`src/rtl/crrc_pkg.sv`:
```
package crrc_pkg;

  typedef logic [22:0] offset_t;

  typedef enum logic [1:0] {
    REQ_RESERVE = 2'd0,
    REQ_COMMIT  = 2'd1,
    REQ_START   = 2'd2
  } req_e;

  typedef enum logic [2:0] {
    ST_IN_PLACE  = 3'd0,
    ST_BOUNCE    = 3'd1,
    ST_FULL      = 3'd2,
    ST_TOO_LARGE = 3'd3,
    ST_MISALIGNED = 3'd4,
    ST_ALREADY   = 3'd5,
    ST_NOTHING   = 3'd6,
    ST_DONE      = 3'd7
  } status_e;

  typedef enum logic [1:0] {
    CFG_RING_MIN        = 2'd0,
    CFG_RING_MAX        = 2'd1,
    CFG_RESERVE_CAPABLE = 2'd2
  } cfg_index_e;

  localparam offset_t BOUNCE_BYTES   = 23'd1048576;
  localparam offset_t RING_MIN_RESET = 23'd1024;
  localparam offset_t RING_MAX_RESET = 23'd4194304;
  localparam offset_t SMALL_BYTES    = 23'd4;

  typedef struct packed {
    offset_t ring_min;
    offset_t ring_max;
    logic    reserve_capable;
  } cfg_t;

  typedef struct packed {
    offset_t wr_ptr;
    offset_t reserved_size;
    logic    bounce_in_use;
  } ring_state_t;

  typedef struct packed {
    logic [1:0] req_type;
    offset_t    byte_count;
    offset_t    stop_offset;
  } item_t;

  typedef struct packed {
    logic [2:0] status;
    offset_t    write_offset;
    offset_t    first_chunk;
    offset_t    ptr_after;
    offset_t    reserved_mark;
  } result_t;

endpackage

```
`src/rtl/command_ring_reserve_commit_unit.sv`:
```
// Producer side of a circular command ring between byte offsets ring_min and
// ring_max. Each request item (reserve, commit or start) arrives on the
// req_valid/req_ready channel and yields exactly one result item on the
// rsp_valid/rsp_ready channel: a status, the pointer before and after the
// request, the bounced first-chunk length and the reserved mark.
// Configuration is written through cfg_write/cfg_index/cfg_data; the user
// must write it only while idle, the block itself does not enforce this.
// A request passes two registers, the input register and the result register.
// Throughput: one item per cycle while rsp_ready allows, set by the single
// pass of step logic between the input register and the result register,
// which also updates the pointer and reservation state.
// Reset: ring_min 1024, ring_max 4194304, reserve_capable 0, pointer 1024,
// no reservation, both registers empty.
// Stall: while rsp_ready is low the result register holds; one more item
// waits in the input register and req_ready then drops until the result is
// taken.
module command_ring_reserve_commit_unit (
  input  logic                  clk,
  input  logic                  rst,
  input  logic                  cfg_write,
  input  logic [1:0]            cfg_index,
  input  crrc_pkg::offset_t     cfg_data,
  input  logic                  req_valid,
  output logic                  req_ready,
  input  logic [1:0]            req_type,
  input  crrc_pkg::offset_t     byte_count,
  input  crrc_pkg::offset_t     stop_offset,
  output logic                  rsp_valid,
  input  logic                  rsp_ready,
  output logic [2:0]            status,
  output crrc_pkg::offset_t     write_offset,
  output crrc_pkg::offset_t     first_chunk,
  output crrc_pkg::offset_t     ptr_after,
  output crrc_pkg::offset_t     reserved_mark
);
  import crrc_pkg::*;

  cfg_t        cfg;
  ring_state_t cur;
  ring_state_t nxt;
  item_t       item_q;
  logic        item_valid;
  result_t     res;
  result_t     res_q;
  logic        advance;

  assign advance   = item_valid && (!rsp_valid || rsp_ready);
  assign req_ready = !item_valid || advance;

  always_ff @(posedge clk) begin
    if (rst) begin
      cfg.ring_min        <= RING_MIN_RESET;
      cfg.ring_max        <= RING_MAX_RESET;
      cfg.reserve_capable <= 1'b0;
    end else if (cfg_write) begin
      case (cfg_index_e'(cfg_index))
        CFG_RING_MIN:        cfg.ring_min        <= cfg_data;
        CFG_RING_MAX:        cfg.ring_max        <= cfg_data;
        CFG_RESERVE_CAPABLE: cfg.reserve_capable <= cfg_data[0];
        default: begin
        end
      endcase
    end
  end

  always_ff @(posedge clk) begin
    if (rst) begin
      item_valid <= 1'b0;
    end else if (req_ready) begin
      item_valid <= req_valid;
    end
    if (req_ready && req_valid) begin
      item_q.req_type    <= req_type;
      item_q.byte_count  <= byte_count;
      item_q.stop_offset <= stop_offset;
    end
  end

  crrc_step u_step (
    .cfg  (cfg),
    .cur  (cur),
    .item (item_q),
    .nxt  (nxt),
    .res  (res)
  );

  always_ff @(posedge clk) begin
    if (rst) begin
      cur.wr_ptr        <= RING_MIN_RESET;
      cur.reserved_size <= '0;
      cur.bounce_in_use <= 1'b0;
      rsp_valid         <= 1'b0;
    end else begin
      if (advance) begin
        cur       <= nxt;
        rsp_valid <= 1'b1;
      end else if (rsp_ready) begin
        rsp_valid <= 1'b0;
      end
    end
    if (advance) begin
      res_q <= res;
    end
  end

  assign status        = res_q.status;
  assign write_offset  = res_q.write_offset;
  assign first_chunk   = res_q.first_chunk;
  assign ptr_after     = res_q.ptr_after;
  assign reserved_mark = res_q.reserved_mark;

  a_stall_only: assert property (@(posedge clk) disable iff (rst)
    !req_ready |-> item_valid && rsp_valid && !rsp_ready)
    else $error("req_ready low without a stalled result");

  a_advance_fills: assert property (@(posedge clk) disable iff (rst)
    advance |=> rsp_valid)
    else $error("advanced item did not reach the result register");

  a_error_keeps_pointer: assert property (@(posedge clk) disable iff (rst)
    rsp_valid && (status == ST_FULL || status == ST_TOO_LARGE ||
                  status == ST_MISALIGNED || status == ST_ALREADY ||
                  status == ST_NOTHING) |-> ptr_after == write_offset)
    else $error("error or full result moved the pointer");

  a_start_rewinds: assert property (@(posedge clk) disable iff (rst)
    advance && item_q.req_type == REQ_START |=>
      ptr_after == $past(cfg.ring_min) && cur.reserved_size == '0)
    else $error("start did not rewind the pointer");

endmodule

```
`src/rtl/crrc_step.sv`:
```
module crrc_step (
  input  crrc_pkg::cfg_t        cfg,
  input  crrc_pkg::ring_state_t cur,
  input  crrc_pkg::item_t       item,
  output crrc_pkg::ring_state_t nxt,
  output crrc_pkg::result_t     res
);
  import crrc_pkg::*;

  offset_t            span;
  offset_t            nc;
  offset_t            nb;
  offset_t            stop;
  offset_t            tail;
  logic [23:0]        sum;
  logic [23:0]        wrapped;
  logic signed [24:0] room;
  logic               room_short;

  assign nc   = cur.wr_ptr;
  assign nb   = item.byte_count;
  assign stop = item.stop_offset;
  assign span = (cfg.ring_max > cfg.ring_min) ? (cfg.ring_max - cfg.ring_min) : '0;
  assign tail = (cfg.ring_max > nc) ? (cfg.ring_max - nc) : '0;
  assign sum  = {1'b0, nc} + {1'b0, nb};
  assign wrapped = (sum >= {1'b0, cfg.ring_max}) ? (sum - {1'b0, span}) : sum;
  assign room = $signed({2'b00, cfg.ring_max}) - $signed({2'b00, nc})
              + $signed({2'b00, stop}) - $signed({2'b00, cfg.ring_min});
  assign room_short = room <= $signed({2'b00, nb});

  always_comb begin
    logic fit;
    logic full;
    fit  = 1'b0;
    full = 1'b0;
    nxt  = cur;
    res.status        = ST_DONE;
    res.write_offset  = nc;
    res.first_chunk   = '0;
    res.reserved_mark = '0;
    case (req_e'(item.req_type))
      REQ_RESERVE: begin
        if (nb > BOUNCE_BYTES || nb > span) begin
          res.status = ST_TOO_LARGE;
        end else if (nb[1:0] != 2'b00) begin
          res.status = ST_MISALIGNED;
        end else if (cur.reserved_size != '0) begin
          res.status = ST_ALREADY;
        end else begin
          if (nc >= stop) begin
            if (sum < {1'b0, cfg.ring_max} ||
                (sum == {1'b0, cfg.ring_max} && stop > cfg.ring_min)) begin
              fit = 1'b1;
            end else if (room_short) begin
              full = 1'b1;
            end
          end else if (sum < {1'b0, stop}) begin
            fit = 1'b1;
          end else begin
            full = 1'b1;
          end
          if (full) begin
            res.status = ST_FULL;
          end else if (fit && (cfg.reserve_capable || nb <= SMALL_BYTES)) begin
            res.status        = ST_IN_PLACE;
            nxt.bounce_in_use = 1'b0;
            nxt.reserved_size = nb;
            res.reserved_mark = cfg.reserve_capable ? nb : '0;
          end else begin
            res.status        = ST_BOUNCE;
            nxt.bounce_in_use = 1'b1;
            nxt.reserved_size = nb;
          end
        end
      end
      REQ_COMMIT: begin
        if (cur.reserved_size == '0) begin
          res.status = ST_NOTHING;
        end else if (nb[1:0] != 2'b00) begin
          res.status = ST_MISALIGNED;
        end else if (nb > cur.reserved_size) begin
          res.status = ST_TOO_LARGE;
        end else begin
          nxt.reserved_size = '0;
          if (cur.bounce_in_use) begin
            res.first_chunk = (nb < tail) ? nb : tail;
            if (cfg.reserve_capable) begin
              res.reserved_mark = nb;
            end
          end
          nxt.wr_ptr = wrapped[22:0];
        end
      end
      REQ_START: begin
        nxt.wr_ptr        = cfg.ring_min;
        nxt.reserved_size = '0;
        nxt.bounce_in_use = 1'b0;
      end
      default: begin
        nxt = cur;
      end
    endcase
    res.ptr_after = nxt.wr_ptr;
  end

endmodule
```
`config.mk`:
```
export PLATFORM = sky130hd
export DESIGN_NAME = command_ring_reserve_commit_unit
export DESIGN_NICKNAME = d
export VERILOG_FILES = /design/src/rtl/crrc_pkg.sv /design/src/rtl/command_ring_reserve_commit_unit.sv /design/src/rtl/crrc_step.sv
export SDC_FILE = /design/constraint.sdc
export NUM_CORES = 1
export LEC_CHECK = 0
export BUFFER_PORTS_ARGS = -buffer_cell sky130_fd_sc_hd__buf_4
export CAP_MARGIN = 20
export CORE_ASPECT_RATIO = 0.75
export CORE_MARGIN = 10
export CORE_UTILIZATION = 50
export DETAILED_ROUTE_END_ITERATION = 7
export MAX_ROUTING_LAYER = met4
export PLACE_DENSITY_LB_ADDON = 0.12
export SLEW_MARGIN = 20
export SYNTH_ARGS = -nofsm -noshare
export SYNTH_HDL_FRONTEND = slang
export SYNTH_HIERARCHICAL = 1
export SYNTH_SLANG_ARGS = --single-unit
```
`constraint.sdc`:
```
create_clock -name clk -period 11.7 [get_ports clk]
set_input_delay 0.585 -clock clk [delete_from_list [all_inputs] [get_ports clk]]
set_output_delay 0.585 -clock clk [all_outputs]
set_load 0.02 [all_outputs]
```
==> out/metrics.cfg, run 1 <==
[status]
status = finished clean

[clock_tree]
h-tree-depth = 1
clk_latency_ps = 570
root_buffer = clkbuf_16
cts.sinks = 239
cts_setup_buffers = 0
clockBufferDepth = 3
cts-resized-gates = 0
numCtsBuffers = 26
cts_hold_buf = 0
path_clk_slew_ps = 60
cts_tree = built

[grt]
grt_max_degree = 76
grt_pass1_wl_um = 111600
grt_pass1_vias = 17380
overflow = 0
grtUsageTotal = 0.2979
antenna_found_initial = 2

[logic_synthesis]
syn_inst = 2306
yosysTopAreaCellShare = 0.2063
synth_seq_cells = 239
ys_async_sr_fraction = 0
yosysSeqAreaShare = 0.2987
synth_compound_area_frac = 0.1892
synth_area_leaders = edfxtp_1 (21%), ha_1 (18%), dfxtp_1 (9.2%)
synth-edff-count = 143
synthAdderAreaFrac = 0.2075
yosys.area_share.simple = 0.1658
synth_top_area_cell = edfxtp_1
synth_top_family_by_area = adder cells
ys.flop_type = edfxtp_1
synthMuxAreaShare = 0.03415
ys_types = 89
synth.avg_cell_area_um2 = 9.025
synth_area_mm2 = 0.02081
synthXorXnorAreaFrac = 0.03956
yosysWarnings = 6

[power]
p_leak_uw = 0.009953
vdd_drop_max_mv = 0.1117
p_per_area_mw_per_mm2 = 133.6

[routing]
drt_wl_total_um = 75690
num_vias = 18310
vias_per_cell = 6.086
drt_pass1_iterations = 6
initialDrtViolationCount = 1829
ant_nets = 0
wl_per_cell_um = 25.16
drc = 0

[placement]
dpl.hpwl_um = 60040
dp_cells = 2957
io_buffers = 174
finalWeightedCongestion = 0.9973

[job]
drv_cap = 0

[critical_path]
path_class = flop to flop
critPathMaxStageDelay_ps = 540
cp_data_arrival_time_ps = 8940
reg2reg_from = cur[25]
startpoint = cur[25]
path_common_cell = o21ai_0
cp-endpoint = cur[21]
rrSetupSlack_ps = 3250
cp_max_fo = 13
cpMaxStageDelayCell = dfxtp_1
start_kind = flop
worst_ep_required_time_ps = 12180
rr_endpoint = cur[21]
rr_worst_depth = 36
end_kind = flop

[min_path]
hold_class = primary input to flop

[timing]
slew-limit-headroom = 0.2188
finClkSkew_ps = 20.16
fmax_mhz = 118.3
setup-tns-final_ps = 0
min_period_ps = 8452
setup_viol = 0
finalCritPeriodShare = 0.7224
slew_violations = 0
hold_viol = 0
worst_slew_pin_slew_ps = 1142
rsz0062_at_grt = no

[final_layout]
final_common_cell = ha_1
fillerInstances = 3726
drive_gt1_frac = 0.1182
multi_input_area_mm2 = 0.01328
layout_common_cells = ha_1 (302), nand2_1 (252), buf_4 (202), a21oi_1 (188), inv_1 (176)
layout.cells.non_filler = 3008
area_growth_pct = 11.70
nets = 2832
regArea_mm2 = 0.006216

[die]
core_area_mm2 = 0.04092
die_w_um = 255.6
ios = 175
die_h_um = 196.7
die_area_mm2 = 0.05027
start_util = 0.5086
row_count = 64

## cell type report
class                      instances  share of cell area
multi-input combinational       1778              0.5712
sequential                       239              0.2674
timing repair buffer             203             0.06572
tap                              561             0.03020
clock buffer                      32             0.02987
inverter                         177             0.02858
clock inverter                    16            0.006836
antenna                            2           0.0002153
## synth_stat cells, types with 9 or more instances
library cell	instances
xnor2_1	61
a31oi_1	14
inv_1	176
nand2b_1	106
buf_2	17
nand3_1	31
o41ai_1	10
a21o_1	76
ha_1	302
or2_2	12
o21a_1	36
nor2b_1	34
a22oi_1	20
nand4_1	38
nor3_1	33
a211oi_1	23
and2_1	9
nor2_1	88
fa_1	27
nor4_1	17
o41ai_2	14
and3_1	29
o211ai_1	11
nand2_1	252
o21ai_0	107
a21oi_1	190
dfxtp_1	96
buf_4	50
o21bai_1	20
edfxtp_1	143
clkbuf_1	34
xor2_1	33
mux2i_1	71
## power by group
part	internal (µW)	switching, µW
Sequential	923	36.2
Clock	487	356
Combinational	513	789
Total	1920	1180
## metal layers
| layer | part of all wire | global-route usage | up-vias |
|---|---|---|---|
| met4 | 0.030 | 0.08183 | 0 |
| met1 | 0.47 | 0.4300 | 8835 |
| met3 | 0.096 | 0.05374 | 107 |
| li1 | - | - | 8515 |
| met2 | 0.40 | 0.4181 | 849 |
| met5 | 0 | - | - |
## through the flow
stage          area, µm²  setup slack (ps)    util  hold slack [ps]  power (µW)
2_1_floorplan      20820              4978       -            449.5        1858
3_3_place_gp       22380              3233  0.5468            461.5        2231
3_5_place_dp       22380              2991  0.5468            465.4        2241
4_1_cts            23230              2934  0.5677            173.1        3084
5_1_grt            23240              2522  0.5680            177.7        3266
6_report           23250              3248  0.5681            184.7        3105
## how the worst min path moves through the flow
stage,from,end,slack (ps),cells after the start
after floorplan,cfg[25],cfg[25],450,2
after global placement,cfg[36],cfg[36],460,2
after detailed placement,cfg[36],cfg[36],470,2
after CTS,byte_count[22],item_q[45],170,1
after global routing,byte_count[13],item_q[36],180,1
final,byte_count[22],item_q[45],180,1
## cell families after synthesis
group / after synthesis
compound gates: 594
xor+xnor: 94
fa+ha+maj: 329
buf+inv: 290
flops: 239
mux: 71
other cells: 1
simple gates: 688
## registers in the layout (all words and copies together) (netlist names)
signal / count
cfg: 47
cur: 47
first_chunk: 23
item_q: 48
item_valid: 1
ptr_after: 23
reserved_mark: 23
rsp_valid: 1
status: 3
write_offset: 23
## worst max-delay path: cells and delay by family, from the launching register on
kind / cells / cell delay (ps)
AOI/OAI and AO/OA: 17 / 3610
and+or+nand+nor: 9 / 1790
adders and majority gates: 4 / 1370
DFF: 1 / 540
buffers and inverters: 2 / 410
xor gates and xnor gates: 2 / 400
muxes: 2 / 240
No activity file was read; power rests on OpenSTA's default activity.
==> run 2, diff against run 1 <==
==> constraint.sdc (replaced) <==
create_clock -name clk -period 8.32 [get_ports clk]
set_input_delay 0.416 -clock clk [delete_from_list [all_inputs] [get_ports clk]]
set_output_delay 0.416 -clock clk [all_outputs]
set_load 0.02 [all_outputs]
==> out/metrics.cfg, run 2 (synthesis results as in run 1) <==
[grt]
grt_max_degree = 84  ; +11%
grtUsageTotal = 0.3045  ; +0.006568
overflow = 0  ; unchanged
antenna_found_initial = 4  ; +2
grt_pass1_wl_um = 113700  ; +1.9%
grt_pass1_vias = 17990  ; +3.5%

[routing]
num_vias = 18480  ; +0.97%
wl_per_cell_um = 25.55  ; +1.5%
drt_wl_total_um = 77090  ; +1.8%
drt_pass1_iterations = 5  ; -1
vias_per_cell = 6.126  ; +0.67%
ant_nets = 0  ; unchanged
initialDrtViolationCount = 1810  ; -1.0%
drc = 0  ; unchanged

[timing]
slew_violations = 0  ; unchanged
hold-worst-slack_ps = 25.22  ; -159.4 ps
worst_slew_pin_slew_ps = 1230  ; +87.48 ps
setup_viol = 0  ; unchanged
setup_slack_ps = 512.2  ; -2735 ps
finalCritPeriodShare = 0.9384  ; +0.2160
fmax_mhz = 128.1  ; +8.3%
slew-limit-headroom = 0.1590  ; -0.05983
setup-tns-final_ps = 0  ; unchanged
finClkSkew_ps = 13.67  ; -6.486 ps
min_period_ps = 7808  ; -644.5 ps
hold_viol = 0  ; unchanged
rsz0062_at_grt = no

[critical_path]
cpMaxStageDelayCell = fa_1
startpoint = cfg[1]
path_class = flop to flop
rr_worst_depth = 36  ; unchanged
critPathMaxStageDelay_ps = 470  ; -70 ps
start_kind = flop
path_common_cell = a21oi_1
cp_data_arrival_time_ps = 8290  ; -650 ps
cp-endpoint = cur[18]
rr_endpoint = cur[18]
rrSetupSlack_ps = 510  ; -2740 ps
cp_max_fo = 20  ; +7
reg2reg_from = cfg[1]
end_kind = flop
worst_ep_required_time_ps = 8800  ; -3380 ps

[clock_tree]
cts_hold_buf = 0  ; unchanged
cts.sinks = 239  ; unchanged
clk_latency_ps = 570  ; about the same
cts_tree = built
numCtsBuffers = 26  ; unchanged
h-tree-depth = 1  ; unchanged
path_clk_slew_ps = 60  ; about the same
clockBufferDepth = 3  ; unchanged
root_buffer = clkbuf_16

[final_layout]
post-route-util = 0.5697  ; +0.001590
fillerInstances = 3762  ; +0.97%
top_register = item_q
largestRegisters = item_q x48, cfg x47, cur x47
area_growth_pct = 12.01
largest_register_ff_count = 48  ; unchanged
layout_common_cells = ha_1 (301), nand2_1 (252), buf_4 (208), a21oi_1 (188), inv_1 (176)
final_common_cell = ha_1
drive_gt1_frac = 0.1224  ; +0.004199
nets = 2838  ; +0.21%

[die]
ios = 175  ; unchanged
start_util = 0.5086  ; unchanged
die_w_um = 255.6  ; unchanged
die_h_um = 196.7  ; unchanged
die_area_mm2 = 0.05027  ; unchanged
core_area_mm2 = 0.04092  ; unchanged
row_count = 64  ; unchanged

[job]
drv_cap = 0  ; unchanged

[power]
p_per_area_mw_per_mm2 = 186.5  ; +40%
p_leak_uw = 0.009974  ; +0.21%
vdd_drop_max_mv = 0.1511  ; +35%

[placement]
preCtsSetupSlack_ps = 351.9  ; -2639 ps
finalWeightedCongestion = 1.015  ; +1.8%
io_buffers = 174  ; unchanged
dpl.hpwl_um = 61100  ; +1.8%

[min_path]
hold_class = primary input to flop

[status]
status = finished clean

[run 2: cell count changes in the layout (fill, tap and decap cells not counted), moves of 2 or more]
cell / before / now
o41ai_1: 10 / 8
o21ai_0: 107 / 105
clkbuf_1: 5 / 11
clkinv_2: 5 / 3
buf_4: 202 / 208
o41ai_2: 14 / 16
clkinv_1: 6 / 3
diode_2: 2 / 5
o21ai_1: 6 / 8
[run 2: layer usage]
layer  track usage  up-vias  wire (µm)
met3       0.08335      150       7703
met1        0.4187     8975      35550
met4        0.1032        0       2656
li1              -     8531          -
met2        0.4224      827      31180
met5             -        -          0
[run 2: final cells by class]
class                   instances  area (µm²)  share of cell area
multi-input cells            1778       13310              0.5710
clock buffers                  38       716.9             0.03076
inverters                     177       664.4             0.02850
repair buffers                209        1582             0.06784
well taps                     561       701.9             0.03011
flip-flops and latches        239        6217              0.2667
diodes                          5       12.51           0.0005367
clock inverters                10       106.4            0.004562
[run 2: worst min-delay path by stage]
stage	start	end	cells after the start	slack [ps]
after detailed placement	cfg[44]	cfg[44]	2	470
after floorplan	cfg[25]	cfg[25]	2	450
after global routing	byte_count[5]	item_q[28]	1	10
final	byte_count[5]	item_q[28]	1	30
after global placement	cfg[29]	cfg[29]	2	460
after CTS	byte_count[22]	item_q[45]	1	3
[run 2: repair_timing]
action,in CTS,in global routing
resized for setup,0,8
setup endpoints to repair,0,22
setup buffers,0,1
[run 2: where the power goes]
| group | leakage (µW) | internal [µW] | switching [µW] |
|---|---|---|---|
| Combinational | 0.00746 | 727 | 1110 |
| Sequential | 0.00212 | 1300 | 54.7 |
| Clock | 0.000394 | 660 | 499 |
| Total | 0.00997 | 2680 | 1660 |
[run 2: metrics by stage]
stage | total power [µW] | std cells | area [µm²]
after global placement | 3137 | 2962 | 22420
after detailed placement | 3148 | 2962 | 22420
after floorplan | 2613 | 2307 | 20820
after CTS | 4314 | 3010 | 23240
final | 4346 | 3017 | 23310
after global routing | 4597 | 3014 | 23300
[run 2: critical path: cells and delay by family (launching register included)]
family                     cells  cell delay [ps]
AOI/OAI and AO/OA             16             3080
xor gates and xnor gates       2              420
adders and majority gates      5             1790
buffers and inverters          2              320
DFF                            1              350
muxes                          2              230
and+or+nand+nor                9             1510
